[src/design/phv_pkg.sv]
// ----------------------------------------------------------------------------
// phv_pkg
// types, codes and tables shared by the container header validator
// ----------------------------------------------------------------------------
package phv_pkg;

   localparam int NTYPES = 9;
   localparam int TYPE_W = 4;
   localparam int SECT_W = 6;
   localparam int CSR_ADDR_W = 5;
   localparam int CSR_DATA_W = 64;

   localparam logic [31:0] HDR_BYTES = 32'd20;
   localparam logic [3:0] UNKNOWN_KIND = 4'd9;
   localparam logic [NTYPES-1:0] REQUIRED_MASK = 9'h01D;

   localparam logic [1:0] REG_BUFFER_LENGTH = 2'd0;
   localparam logic [1:0] REG_MAGIC_VALUE = 2'd1;
   localparam logic [1:0] REG_EXPECTED_VERSION = 2'd2;

   localparam logic KIND_DESC = 1'b0;
   localparam logic KIND_STATUS = 1'b1;

   localparam logic [3:0] STATUS_OK = 4'd0;
   localparam logic [3:0] STATUS_SHORT = 4'd1;
   localparam logic [3:0] STATUS_MAGIC = 4'd2;
   localparam logic [3:0] STATUS_VERSION = 4'd3;
   localparam logic [3:0] STATUS_TOTAL = 4'd4;
   localparam logic [3:0] STATUS_COUNT = 4'd5;
   localparam logic [3:0] STATUS_BOUNDS = 4'd6;
   localparam logic [3:0] STATUS_ENTRIES = 4'd7;
   localparam logic [3:0] STATUS_MISSING = 4'd8;
   localparam logic [3:0] STATUS_INDEX_LIMIT = 4'd9;

   typedef enum logic [3:0] {
      POS_MAGIC_LO = 4'd0,
      POS_MAGIC_HI = 4'd1,
      POS_VERSION  = 4'd2,
      POS_TOTAL    = 4'd3,
      POS_COUNT    = 4'd4,
      POS_TYPE     = 4'd5,
      POS_OFFSET   = 4'd6,
      POS_ENTRIES  = 4'd7,
      POS_SIZE     = 4'd8
   } phv_pos_type;

   typedef struct packed {
      logic [31:0] word;
      logic        first_word;
   } phv_req_type;

   typedef struct packed {
      logic        kind;
      logic [3:0]  section_type;
      logic [31:0] section_offset;
      logic [15:0] entry_count;
      logic [31:0] section_bytes;
      logic [3:0]  status;
      logic        last;
   } phv_rsp_type;

   typedef struct packed {
      logic [31:0] buffer_length;
      logic [63:0] magic_value;
      logic [31:0] expected_version;
   } phv_cfg_type;

   typedef struct packed {
      logic              fire;
      logic [3:0]        status;
      logic [NTYPES-1:0] mask;
   } phv_event_type;

   typedef struct packed {
      logic        we;
      logic [3:0]  kind;
      logic [31:0] offset;
      logic [15:0] count;
      logic [31:0] size;
   } phv_store_type;

   function automatic logic [4:0] entry_bytes(input logic [3:0] k);
      logic [4:0] r;
      unique case (k)
         4'd1: r = 5'd8;
         4'd2: r = 5'd20;
         4'd3: r = 5'd22;
         4'd4: r = 5'd14;
         4'd5: r = 5'd12;
         4'd6: r = 5'd20;
         4'd8: r = 5'd24;
         default: r = 5'd0;
      endcase
      return r;
   endfunction

endpackage

[src/design/phv_csr.sv]
// ----------------------------------------------------------------------------
// phv_csr
// configuration registers behind an apb-style port
// ----------------------------------------------------------------------------
module phv_csr (
   input  logic                             clock,
   input  logic                             reset,
   input  logic                             csr_psel,
   input  logic                             csr_penable,
   input  logic                             csr_pwrite,
   input  logic [phv_pkg::CSR_ADDR_W-1:0]   csr_paddr,
   input  logic [phv_pkg::CSR_DATA_W-1:0]   csr_pwdata,
   output logic [phv_pkg::CSR_DATA_W-1:0]   csr_prdata,
   output logic                             csr_pready,
   output phv_pkg::phv_cfg_type             cfg
);

   phv_pkg::phv_cfg_type cfg_ff, cfg_in;
   logic [1:0] idx;
   logic wr;

   assign csr_pready = 1'b1;
   assign idx = csr_paddr[4:3];
   assign wr = csr_psel && csr_penable && csr_pwrite && csr_pready;
   assign cfg = cfg_ff;

   always_comb begin
      cfg_in = cfg_ff;
      if (wr) begin
         unique case (idx)
            phv_pkg::REG_BUFFER_LENGTH: cfg_in.buffer_length = csr_pwdata[31:0];
            phv_pkg::REG_MAGIC_VALUE: cfg_in.magic_value = csr_pwdata;
            phv_pkg::REG_EXPECTED_VERSION: cfg_in.expected_version = csr_pwdata[31:0];
            default: cfg_in = cfg_ff;
         endcase
      end
   end

   always_comb begin
      unique case (idx)
         phv_pkg::REG_BUFFER_LENGTH: csr_prdata = {32'd0, cfg_ff.buffer_length};
         phv_pkg::REG_MAGIC_VALUE: csr_prdata = cfg_ff.magic_value;
         phv_pkg::REG_EXPECTED_VERSION: csr_prdata = {32'd0, cfg_ff.expected_version};
         default: csr_prdata = '0;
      endcase
   end

   always_ff @(posedge clock) begin
      if (reset) begin
         cfg_ff <= '0;
      end else begin
         cfg_ff <= cfg_in;
      end
   end

endmodule

[src/design/phv_parse.sv]
// ----------------------------------------------------------------------------
// phv_parse
// request register and header / section table checks, one word per cycle while not busy
// ----------------------------------------------------------------------------
module phv_parse #(
   parameter int MAX_SECTIONS = 32,
   parameter int INDEX_LIMIT = 65535
) (
   input  logic                   clock,
   input  logic                   reset,
   input  logic                   req_valid,
   input  phv_pkg::phv_req_type   req_payload,
   output logic                   req_stall,
   input  phv_pkg::phv_cfg_type   cfg,
   input  logic                   busy,
   output phv_pkg::phv_event_type ev,
   output phv_pkg::phv_store_type store
);

   logic in_valid_ff, in_valid_in;
   phv_pkg::phv_req_type in_data_ff, in_data_in;
   phv_pkg::phv_pos_type pos_ff, pos_in, pos_cur;
   logic dead_ff, dead_in;
   logic [31:0] held_ff, held_in;
   logic [phv_pkg::SECT_W-1:0] sect_ff, sect_in, sect_base, sect_dec;
   logic [3:0] rkind_ff, rkind_in;
   logic [31:0] roff_ff, roff_in;
   logic [31:0] rent_ff, rent_in;
   logic [phv_pkg::NTYPES-1:0] present_ff, present_in, present_base, present_new;
   logic [phv_pkg::NTYPES-1:0] over_ff, over_in, over_new, kind_bit;

   logic advance, act;
   logic [31:0] w;
   logic [31:0] blen;
   logic short_fail, magic_fail, version_fail, total_fail, count_fail, fit_fail;
   logic bound_fail, known, entries_fail, done, missing_fail, limit_fail, over_cur;
   logic [4:0] ebytes;
   logic [36:0] need;
   logic [35:0] fit_bytes;
   logic [31:0] keep_cnt;

   assign advance = in_valid_ff && !busy;
   assign req_stall = in_valid_ff && !advance;
   assign in_valid_in = (req_valid && !req_stall) || (in_valid_ff && !advance);
   assign in_data_in = (req_valid && !req_stall) ? req_payload : in_data_ff;

   assign w = in_data_ff.word;
   assign blen = cfg.buffer_length;
   assign act = advance && (in_data_ff.first_word || !dead_ff);
   assign pos_cur = in_data_ff.first_word ? phv_pkg::POS_MAGIC_LO : pos_ff;
   assign present_base = in_data_ff.first_word ? '0 : present_ff;
   assign sect_base = in_data_ff.first_word ? '0 : sect_ff;

   assign short_fail = blen < phv_pkg::HDR_BYTES;
   assign magic_fail = {w, held_ff} != cfg.magic_value;
   assign version_fail = w != cfg.expected_version;
   assign total_fail = w != blen;
   assign count_fail = (w == 32'd0) || (w > 32'(MAX_SECTIONS));
   assign fit_bytes = {w, 4'd0} + {4'd0, phv_pkg::HDR_BYTES};
   assign fit_fail = fit_bytes > {4'd0, blen};

   assign bound_fail = (roff_ff > blen) || (w > (blen - roff_ff));
   assign known = rkind_ff < phv_pkg::UNKNOWN_KIND;
   assign ebytes = phv_pkg::entry_bytes(rkind_ff);
   assign need = {5'd0, rent_ff} * {32'd0, ebytes};
   assign entries_fail = known && ({5'd0, w} < need);
   assign keep_cnt = (ebytes == 5'd0) ? 32'd0 : rent_ff;
   assign over_cur = keep_cnt > 32'(INDEX_LIMIT);
   assign kind_bit = known ? (phv_pkg::NTYPES'(1) << rkind_ff) : '0;
   assign present_new = present_base | kind_bit;
   assign over_new = (over_ff & ~kind_bit) | (over_cur ? kind_bit : '0);
   assign sect_dec = sect_base - phv_pkg::SECT_W'(1);
   assign done = sect_dec == '0;
   assign missing_fail = (present_new & phv_pkg::REQUIRED_MASK) != phv_pkg::REQUIRED_MASK;
   assign limit_fail = |(present_new & over_new);

   // next position
   always_comb begin
      pos_in = pos_ff;
      if (act) begin
         unique case (pos_cur)
            phv_pkg::POS_MAGIC_LO: pos_in = phv_pkg::POS_MAGIC_HI;
            phv_pkg::POS_MAGIC_HI: pos_in = phv_pkg::POS_VERSION;
            phv_pkg::POS_VERSION: pos_in = phv_pkg::POS_TOTAL;
            phv_pkg::POS_TOTAL: pos_in = phv_pkg::POS_COUNT;
            phv_pkg::POS_COUNT: pos_in = phv_pkg::POS_TYPE;
            phv_pkg::POS_TYPE: pos_in = phv_pkg::POS_OFFSET;
            phv_pkg::POS_OFFSET: pos_in = phv_pkg::POS_ENTRIES;
            phv_pkg::POS_ENTRIES: pos_in = phv_pkg::POS_SIZE;
            phv_pkg::POS_SIZE: pos_in = phv_pkg::POS_TYPE;
            default: pos_in = pos_cur;
         endcase
      end
   end

   // checks, record capture and events
   always_comb begin
      ev = '0;
      ev.status = phv_pkg::STATUS_OK;
      store = '0;
      store.kind = rkind_ff;
      store.offset = roff_ff;
      store.count = keep_cnt[15:0];
      store.size = w;
      dead_in = dead_ff;
      held_in = held_ff;
      sect_in = sect_ff;
      rkind_in = rkind_ff;
      roff_in = roff_ff;
      rent_in = rent_ff;
      present_in = present_ff;
      over_in = over_ff;
      if (act) begin
         dead_in = 1'b0;
         sect_in = sect_base;
         present_in = present_base;
         unique case (pos_cur)
            phv_pkg::POS_MAGIC_LO: begin
               held_in = w;
               if (short_fail) begin
                  ev.fire = 1'b1;
                  ev.status = phv_pkg::STATUS_SHORT;
               end
            end
            phv_pkg::POS_MAGIC_HI: begin
               if (magic_fail) begin
                  ev.fire = 1'b1;
                  ev.status = phv_pkg::STATUS_MAGIC;
               end
            end
            phv_pkg::POS_VERSION: begin
               if (version_fail) begin
                  ev.fire = 1'b1;
                  ev.status = phv_pkg::STATUS_VERSION;
               end
            end
            phv_pkg::POS_TOTAL: begin
               if (total_fail) begin
                  ev.fire = 1'b1;
                  ev.status = phv_pkg::STATUS_TOTAL;
               end
            end
            phv_pkg::POS_COUNT: begin
               sect_in = w[phv_pkg::SECT_W-1:0];
               if (count_fail) begin
                  ev.fire = 1'b1;
                  ev.status = phv_pkg::STATUS_COUNT;
               end else if (fit_fail) begin
                  ev.fire = 1'b1;
                  ev.status = phv_pkg::STATUS_BOUNDS;
               end
            end
            phv_pkg::POS_TYPE: begin
               rkind_in = (w > 32'd8) ? phv_pkg::UNKNOWN_KIND : w[3:0];
            end
            phv_pkg::POS_OFFSET: begin
               roff_in = w;
            end
            phv_pkg::POS_ENTRIES: begin
               rent_in = w;
            end
            phv_pkg::POS_SIZE: begin
               if (bound_fail) begin
                  ev.fire = 1'b1;
                  ev.status = phv_pkg::STATUS_BOUNDS;
               end else if (entries_fail) begin
                  ev.fire = 1'b1;
                  ev.status = phv_pkg::STATUS_ENTRIES;
               end else begin
                  store.we = known;
                  present_in = present_new;
                  over_in = over_new;
                  sect_in = sect_dec;
                  if (done) begin
                     ev.fire = 1'b1;
                     if (missing_fail) begin
                        ev.status = phv_pkg::STATUS_MISSING;
                     end else if (limit_fail) begin
                        ev.status = phv_pkg::STATUS_INDEX_LIMIT;
                     end else begin
                        ev.mask = present_new;
                     end
                  end
               end
            end
            default: begin
               dead_in = 1'b1;
            end
         endcase
         if (ev.fire) begin
            dead_in = 1'b1;
         end
      end
   end

   always_ff @(posedge clock) begin
      if (reset) begin
         in_valid_ff <= 1'b0;
         pos_ff <= phv_pkg::POS_MAGIC_LO;
         dead_ff <= 1'b1;
         sect_ff <= '0;
         present_ff <= '0;
      end else begin
         in_valid_ff <= in_valid_in;
         pos_ff <= pos_in;
         dead_ff <= dead_in;
         sect_ff <= sect_in;
         present_ff <= present_in;
      end
   end

   always_ff @(posedge clock) begin
      in_data_ff <= in_data_in;
      held_ff <= held_in;
      rkind_ff <= rkind_in;
      roff_ff <= roff_in;
      rent_ff <= rent_in;
      over_ff <= over_in;
   end

endmodule

[src/design/phv_emit.sv]
// ----------------------------------------------------------------------------
// phv_emit
// kept section records, descriptor sequencing and the result register
// ----------------------------------------------------------------------------
module phv_emit (
   input  logic                   clock,
   input  logic                   reset,
   input  phv_pkg::phv_event_type ev,
   input  phv_pkg::phv_store_type store,
   output logic                   busy,
   output logic                   rsp_valid,
   output phv_pkg::phv_rsp_type   rsp_payload,
   input  logic                   rsp_stall
);

   logic [31:0] kept_off_ff [phv_pkg::NTYPES];
   logic [15:0] kept_cnt_ff [phv_pkg::NTYPES];
   logic [31:0] kept_size_ff [phv_pkg::NTYPES];

   logic [phv_pkg::NTYPES-1:0] pend_ff, pend_in;
   logic stat_pend_ff, stat_pend_in;
   logic [3:0] stat_code_ff, stat_code_in;
   logic out_valid_ff, out_valid_in;
   phv_pkg::phv_rsp_type out_ff, out_in;
   logic out_free;
   logic [3:0] sel;

   assign busy = (|pend_ff) || stat_pend_ff;
   assign out_free = !out_valid_ff || !rsp_stall;
   assign rsp_valid = out_valid_ff;
   assign rsp_payload = out_ff;

   // lowest pending type first
   always_comb begin
      sel = '0;
      for (int i = phv_pkg::NTYPES - 1; i >= 0; i--) begin
         if (pend_ff[i]) begin
            sel = 4'(i);
         end
      end
   end

   always_comb begin
      pend_in = pend_ff;
      stat_pend_in = stat_pend_ff;
      stat_code_in = stat_code_ff;
      out_valid_in = out_valid_ff;
      out_in = out_ff;
      if (out_free) begin
         out_valid_in = 1'b0;
         if (|pend_ff) begin
            out_valid_in = 1'b1;
            out_in = '0;
            out_in.kind = phv_pkg::KIND_DESC;
            out_in.section_type = sel;
            out_in.section_offset = kept_off_ff[sel];
            out_in.entry_count = kept_cnt_ff[sel];
            out_in.section_bytes = kept_size_ff[sel];
            out_in.status = phv_pkg::STATUS_OK;
            pend_in = pend_ff & ~(phv_pkg::NTYPES'(1) << sel);
         end else if (stat_pend_ff) begin
            out_valid_in = 1'b1;
            out_in = '0;
            out_in.kind = phv_pkg::KIND_STATUS;
            out_in.status = stat_code_ff;
            out_in.last = 1'b1;
            stat_pend_in = 1'b0;
         end
      end
      if (ev.fire) begin
         pend_in = ev.mask;
         stat_pend_in = 1'b1;
         stat_code_in = ev.status;
      end
   end

   always_ff @(posedge clock) begin
      if (reset) begin
         pend_ff <= '0;
         stat_pend_ff <= 1'b0;
         out_valid_ff <= 1'b0;
      end else begin
         pend_ff <= pend_in;
         stat_pend_ff <= stat_pend_in;
         out_valid_ff <= out_valid_in;
      end
   end

   always_ff @(posedge clock) begin
      stat_code_ff <= stat_code_in;
      out_ff <= out_in;
      if (store.we) begin
         kept_off_ff[store.kind] <= store.offset;
         kept_cnt_ff[store.kind] <= store.count;
         kept_size_ff[store.kind] <= store.size;
      end
   end

endmodule

[src/design/pack_header_validator_top.sv]
// path: a request is registered, checked from that register, and its result passes the
//   pending registers into the output register
// throughput: one request per cycle while results are not pending, set by the single check
//   stage; a request that ends a container pauses the request side until its results, up to
//   nine descriptors and the status, reach the output register, and longer while results stall
// reset: synchronous, clears configuration and waits for a first-word request
// ----------------------------------------------------------------------------
// pack_header_validator_top
// container header and section table validator with apb-style configuration
// ----------------------------------------------------------------------------
module pack_header_validator_top #(
   parameter int MAX_SECTIONS = 32,
   parameter int INDEX_LIMIT = 65535
) (
   input  logic                             clock,
   input  logic                             reset,
   input  logic                             req_valid,
   input  phv_pkg::phv_req_type             req_payload,
   output logic                             req_stall,
   output logic                             rsp_valid,
   output phv_pkg::phv_rsp_type             rsp_payload,
   input  logic                             rsp_stall,
   input  logic                             csr_psel,
   input  logic                             csr_penable,
   input  logic                             csr_pwrite,
   input  logic [phv_pkg::CSR_ADDR_W-1:0]   csr_paddr,
   input  logic [phv_pkg::CSR_DATA_W-1:0]   csr_pwdata,
   output logic [phv_pkg::CSR_DATA_W-1:0]   csr_prdata,
   output logic                             csr_pready
);

   phv_pkg::phv_cfg_type cfg;
   phv_pkg::phv_event_type ev;
   phv_pkg::phv_store_type store;
   logic busy;

   phv_csr u_csr (
      .clock       (clock),
      .reset       (reset),
      .csr_psel    (csr_psel),
      .csr_penable (csr_penable),
      .csr_pwrite  (csr_pwrite),
      .csr_paddr   (csr_paddr),
      .csr_pwdata  (csr_pwdata),
      .csr_prdata  (csr_prdata),
      .csr_pready  (csr_pready),
      .cfg         (cfg)
   );

   phv_parse #(
      .MAX_SECTIONS (MAX_SECTIONS),
      .INDEX_LIMIT  (INDEX_LIMIT)
   ) u_parse (
      .clock       (clock),
      .reset       (reset),
      .req_valid   (req_valid),
      .req_payload (req_payload),
      .req_stall   (req_stall),
      .cfg         (cfg),
      .busy        (busy),
      .ev          (ev),
      .store       (store)
   );

   phv_emit u_emit (
      .clock       (clock),
      .reset       (reset),
      .ev          (ev),
      .store       (store),
      .busy        (busy),
      .rsp_valid   (rsp_valid),
      .rsp_payload (rsp_payload),
      .rsp_stall   (rsp_stall)
   );

endmodule

[config.mk]
export PLATFORM = sky130hd
export DESIGN_NAME = pack_header_validator_top
export DESIGN_NICKNAME = d
export VERILOG_FILES = /design/src/design/phv_pkg.sv /design/src/design/phv_csr.sv /design/src/design/phv_parse.sv /design/src/design/phv_emit.sv /design/src/design/pack_header_validator_top.sv
export SDC_FILE = /design/constraint.sdc
export NUM_CORES = 2
export LEC_CHECK = 0
export BUFFER_PORTS_ARGS = -buffer_cell sky130_fd_sc_hd__buf_2
export CAP_MARGIN = 20
export CORE_MARGIN = 1
export CORE_UTILIZATION = 62
export DETAILED_ROUTE_END_ITERATION = 7
export HOLD_SLACK_MARGIN = 0.03
export PLACE_DENSITY = 0.8
export SLEW_MARGIN = 20
export SYNTH_ARGS = -nofsm -noshare
export SYNTH_HDL_FRONTEND = slang
export SYNTH_HIERARCHICAL = 1
export SYNTH_SLANG_ARGS = --single-unit
export TNS_END_PERCENT = 30
[constraint.sdc]
create_clock -name clock -period 19.9 [get_ports clock]
set_input_delay 0 -clock clock [delete_from_list [all_inputs] [get_ports clock]]
set_output_delay 0 -clock clock [all_outputs]
set_load 0.02 [all_outputs]
-- Yosys cells after proc, flatten, opt, wreduce, memory -nomap -nowiden
Memory sizes are Yosys's and may differ from the RTL's.
Cells that the tools add are included.
- flip-flop bits (word level): 396
- bits in latches: 0
- bits in writable memories: 720
- ROM bits: 0
- input bits: 109
- output and inout bits: 157
- word-level logic and storage cells: 179
- memories kept: 3
- add/subtract/negate cells: 3
- multiply operators: 1
- divide/modulo/power cells: 0
- magnitude comparators: 9
- equality and inequality tests: 22
- shift-type cells: 2
- mux-type cells: 61
- bitwise logic cells: 9
- reduce and logical (&&, ||, !) cells: 43
- memory list (name ; depth ; bits a word ; rd ports ; clocked after Yosys merged registers in ; write ports ; RTL line ; text):
    u_emit.kept_off_ff ; 9 ; 32 ; 1 ; 0 ; 1 ; phv_emit.sv:16 ; logic [31:0] kept_off_ff [phv_pkg::NTYPES];
    u_emit.kept_size_ff ; 9 ; 32 ; 1 ; 0 ; 1 ; phv_emit.sv:18 ; logic [31:0] kept_size_ff [phv_pkg::NTYPES];
    u_emit.kept_cnt_ff ; 9 ; 16 ; 1 ; 0 ; 1 ; phv_emit.sv:17 ; logic [15:0] kept_cnt_ff [phv_pkg::NTYPES];
- operator list (kind ; count):
    case mux 64 bit (3 select lines) ; 1
    two-way mux 9 bit ; 14
    two-way mux 90 bit ; 1
    two-way mux 89 bit ; 1
    > comparator 32 bit ; 2
    != test 32 bit ; 2
    != test 64 bit ; 1
    case mux 5 bit (6 select lines) ; 2
    two-way mux 4 bit ; 12
    two-way mux 5 bit ; 9
    < comparator 32 x 37 -> 1 bit ; 1
    multiplier 32 x 5 -> 37 bit ; 1
    adder 36 x 5 -> 36 bit (second input constant) ; 1
    > comparator 36 x 32 -> 1 bit ; 1
    > comparator 32 x 16 -> 1 bit (second input constant) ; 1
    > comparator 32 x 4 -> 1 bit (second input constant) ; 1
    > comparator 32 x 6 -> 1 bit (second input constant) ; 1
    logical NOT 32 bit ; 1
    < comparator 32 x 5 -> 1 bit (second input constant) ; 1
    two-way mux 32 bit ; 1
    case mux 4 bit (8 select lines) ; 1
    subtractor 32 bit ; 1
    == test 4 x 3 -> 1 bit (second input constant) ; 7
    two-way mux 14 bit ; 2
    other kinds (29) ; 84

-- Depth between registers and ports, before layout
- depth after elaboration: 20
- mapped depth: 37
- gate-level depth less buffers: 34

-- Cells and area by module
The synthesis kept the hierarchy.
- modules (own cells, without submodules) (module ; instances ; cells an instance ; area each (µm²) ; sequential area each (µm²)):
    phv_emit ; 1 ; 1828 ; 30704.4 ; 24633.6
    phv_parse ; 1 ; 1855 ; 17068.9 ; 4684.5
    phv_csr ; 1 ; 635 ; 6233.5 ; 2562.5

-- Worst setup path after synthesis
OpenSTA, ideal clock, no wires.
- kind: reg-to-reg
- start point: register u_parse.rkind_ff[1]
- end point: memory u_emit.kept_cnt_ff[8][0], enable pin
- setup time: 715 ps
- data arrival time: 14582 ps
- required time: 19185 ps
- setup slack: 4604 ps
- cell stages (with the launch flop): 35
- buffers on the path: 3
- period minus slack after synthesis: 15296 ps
- cells stage by stage: edfxtp_1 > buf_2 > buf_1 > nor2_1 > mux2i_1 > o22ai_1 > clkbuf_1 > nand2_1 > fa_1 > fa_1 > inv_1 > ha_1 > ha_1 > fa_1 > a211oi_2 > o21ai_2 > o211a_1 > nor2_1 > o21ai_0 > a31o_2 > a21oi_1 > nor2_1 > nor2_1 > xor2_1 > ha_1 > nand3_1 > a21o_1 > a2111oi_0 > a21oi_1 > nor4b_2 > nand3_2 > nor3_1 > and2_1 > nand2_1 > nor4_1
- RTL lines (element ; RTL line ; text):
    start: declaration ; phv_parse.sv:26 ; logic [3:0] rkind_ff, rkind_in;
    start signal: assignment ; phv_parse.sv:215 ; rkind_ff <= rkind_in;
    end: declaration ; phv_emit.sv:17 ;

==> flow_summary.ini <==
[power_and_ir_drop]
powerDensity_nw_per_um2 = 78.7
p_leak_nw = 22.3
ir_drop_mv = 0.0728
finalPower_mw = 4.81

[detailed_routing]
wire_per_inst_um = 26.3
drt_iter0_drc = 4222
wirelength_um = 155000
ant_nets = 1
vias = 38500
via_per_inst = 6.54
drtPass1Iterations = 6
drc = 0

[cts]
cts_tree = done
clkTransAtPathRegs_ns = 0.06
insertion_delay_ns = 0.72
htreeDepth = 3
cts_buffer_depth = 3
cts_sinks = 1115
cts-root-buf = clkbuf_16
cts_buffers = 108
cts_setup_buffers = 0

[placement]
io_buffers = 261
dp_hpwl_um = 92300
gp_congestion = 0.981

[yosys]
ys_top_cells_by_count = edfxtp_1, a21oi_1, nand2_1, nor2_1, nand2b_1
synth_top_cell_area_share = 0.531
syn-num-nets = 4686
syn_area_um2 = 54000
synth.most_common_cell = edfxtp_1
ys_warn_count = 6
synth-edff-count = 955
yosys.area.top_type = edfxtp_1
synthCells = 4318
ys_types = 90
synth-seq-cells = 1115
syn_avg_cell_area_um2 = 12.5
seq_area_frac_synth = 0.590
synthFlopType = edfxtp_1
synthArstFlopShare = 0
netlist_top_cells_area = edfxtp_1, dfxtp_1, ha_1

[die]
die_h_um = 297
start_util = 0.630
dieWidth_um = 297
core_um2 = 85700
dieArea_um2 = 88300
pin_count = 266
core.rowCount = 107

[setup_path]
r2r_cells = 33
cpMostUsedCell = nor2_1
required_ns = 20.22
crit_path_max_incr_delay_ns = 0.96
crit_fanout = 56
critPathSlowestCell = buf_4
worst-setup-path-type = reg2reg
reg2reg_to = u_emit/kept_off_ff[1][6]
ff2ff_setup_slack_ns = 8.90
worst_setup_path_end_kind = flip-flop
critical_path_arrival_ns = 11.32
startpoint_type = flip-flop
r2r-start = u_parse/rkind_ff[0]

[final_layout]
utilization = 0.714
nets = 5004
drive_above_1_share = 0.122
area_delta_synth_final_pct = 13.3

[global_routing]
antenna_found_initial = 8
track_usage = 0.344
grt_start_max_net_pins = 156
first_global_vias = 38200
grt-ovfl-total = 0
grt_pass1_wl_um = 229000

[sta]
fin_worst_skew_ns = 0.0287
timing.fmax_mhz = 90.9
max_slew_margin = 0.215
worst_pin_slew_ns = 1.18
tns_ns = 0
layout_worst_path_cycle_share = 0.553
final-hold-violation-count = 0
rsz0062_at_grt = false
setup_viol = 0
min_period_ns = 11.00
maxSlewViolCount = 0

[worst_hold_path]
hp-class = in2reg
hold-path-cell-count = 3
hold_path_startpoint = req_valid
hold_end = u_parse/in_valid_ff

[status]
violations = antenna violations
status = finished with violations

[job]
cap_violations = 0
-- routing by layer --
layer	vias to the layer above	GRT usage	wire length, um
met5	-	0	43
met3	479	0.0768	16600
li1	16800	-	-
met1	18800	0.433	57400
met2	2398	0.550	71500
met4	4	0.198	9190
-- logic make-up (layout without fill, tap and decap cells) --
group / after synthesis / in the layout / synth area share
other: 1 / 10 / 0.0000694
buffers and inverters: 418 / 830 / 0.0353
AO/OA/AOI/OAI: 939 / 939 / 0.122
flip-flops: 1115 / 1115 / 0.590
XOR/XNOR: 215 / 215 / 0.0349
multiplexers: 168 / 168 / 0.0312
adder cells (fa/ha/maj): 259 / 259 / 0.0686
AND/OR/NAND/NOR: 1203 / 1203 / 0.118
-- placed cells by master (no fill, tap or decap), types with 10 or more instances in the layout --
master         synthesis  routed
mux2i_1              164     164
nor4_1                98      96
fa_1                  62      62
clkbuf_1             170      24
a221o_1              158     158
and3_1                14      14
and2_1               128     128
o21ai_1               10      10
a211oi_1              26      26
o2bb2ai_1             58      58
xor2_1                65      65
buf_2                 39     260
dlygate4sd3_1          0     139
dfxtp_1              160     159
buf_4                 49      84
nor3_1                55      52
a21oi_1              344     344
xnor2_1              150     150
clkbuf_16              0     111
nand4_1               70      70
clkinv_1               0      26
edfxtp_1             955     955
o21a_1                18      18
inv_1                140     140
nor2b_1               40      38
nor2_1               225     213
nand2b_1             206     206
o211ai_1              15      15
ha_1                 197     197
nand3_1               60      60
a221oi_1              27      27
clkinv_2               0      17
a21o_1                85      85
o21ai_0               95      95
nand2_1              243     240
-- registers in the layout (all words and copies together), names as in the netlist, 4 cells and up --
register / cells
u_csr/cfg: 128
u_emit/kept_cnt_ff: 144
u_emit/kept_off_ff: 288
u_emit/kept_size_ff: 288
u_emit/pend_ff: 9
u_emit/rsp_payload: 89
u_emit/stat_code_ff: 4
u_parse/held_ff: 32
u_parse/over_ff: 9
u_parse/pos_ff: 4
u_parse/present_ff: 9
u_parse/rent_ff: 32
u_parse/rkind_ff: 4
u_parse/roff_ff: 32
u_parse/sect_ff: 6
u_parse/w: 32
-- worst max-delay path: cells and delay by family (launching register included) --
family / cells / cell delay, ns
AOI/OAI and AO/OA: 9 / 2.06
xor gates and xnor gates: 2 / 0.42
adders and majority gates: 6 / 2.23
buffers and inverters: 3 / 1.34
DFF: 1 / 0.85
and+or+nand+nor: 13 / 3.66
-- repair_timing --
item,4_1_cts,5_1_grt
gates resized for setup,0,0
endpoints found under the hold margin,217,0
hold buffers,139,0
endpoints found under the setup margin,0,0
-- where the power goes --
| group | switching, mW | total (mW) | internal [mW] | leakage (nW) |
|---|---|---|---|---|
| Combinational | 0.135 | 0.217 | 0.0825 | 10.6 |
| Sequential | 0.0138 | 2.55 | 2.54 | 9.94 |
| Clock | 0.898 | 2.04 | 1.15 | 1.72 |
| Total | 1.05 | 4.81 | 3.77 | 22.3 |
-- how the worst max path moves through the flow --
stage	from	end
after floorplan	u_parse/rkind_ff[1]	u_emit/kept_cnt_ff[8][0]
after global placement	u_parse/rkind_ff[0]	u_emit/kept_size_ff[1][18]
after detailed placement	u_parse/rkind_ff[0]	u_emit/kept_size_ff[1][31]
after CTS	u_parse/rkind_ff[0]	u_emit/kept_off_ff[1][6]
after global routing	u_parse/rkind_ff[0]	u_emit/kept_off_ff[1][3]
final	u_parse/rkind_ff[0]	u_emit/kept_off_ff[1][6]
-- metrics by stage --
stage / area (um^2) / setup WS [ns] / instances / hold WS [ns]
after global routing: 61100 / 8.42 / 5876 / 0.110
after CTS: 61100 / 9.11 / 5873 / 0.0752
after floorplan: 54000 / 4.60 / 4318 / 0.0691
final: 61200 / 8.90 / 5883 / 0.0864
after global placement: 56200 / 9.33 / 5530 / 0.177
after detailed placement: 56200 / 9.17 / 5530 / 0.178
-- final cells by class --
class / instances / area (um^2)
Antenna cell: 9 / 22.5
Clock buffer: 139 / 2920
Clock inverter: 65 / 623
Fill cell: 5692 / 24500
Inverter: 141 / 529
Multi-Input combinational cell: 2785 / 20400
Sequential cell: 1115 / 31900
Tap cell: 1144 / 1430
Timing Repair Buffer: 485 / 3350
Note: power is estimated with default switching activity, not from simulation.
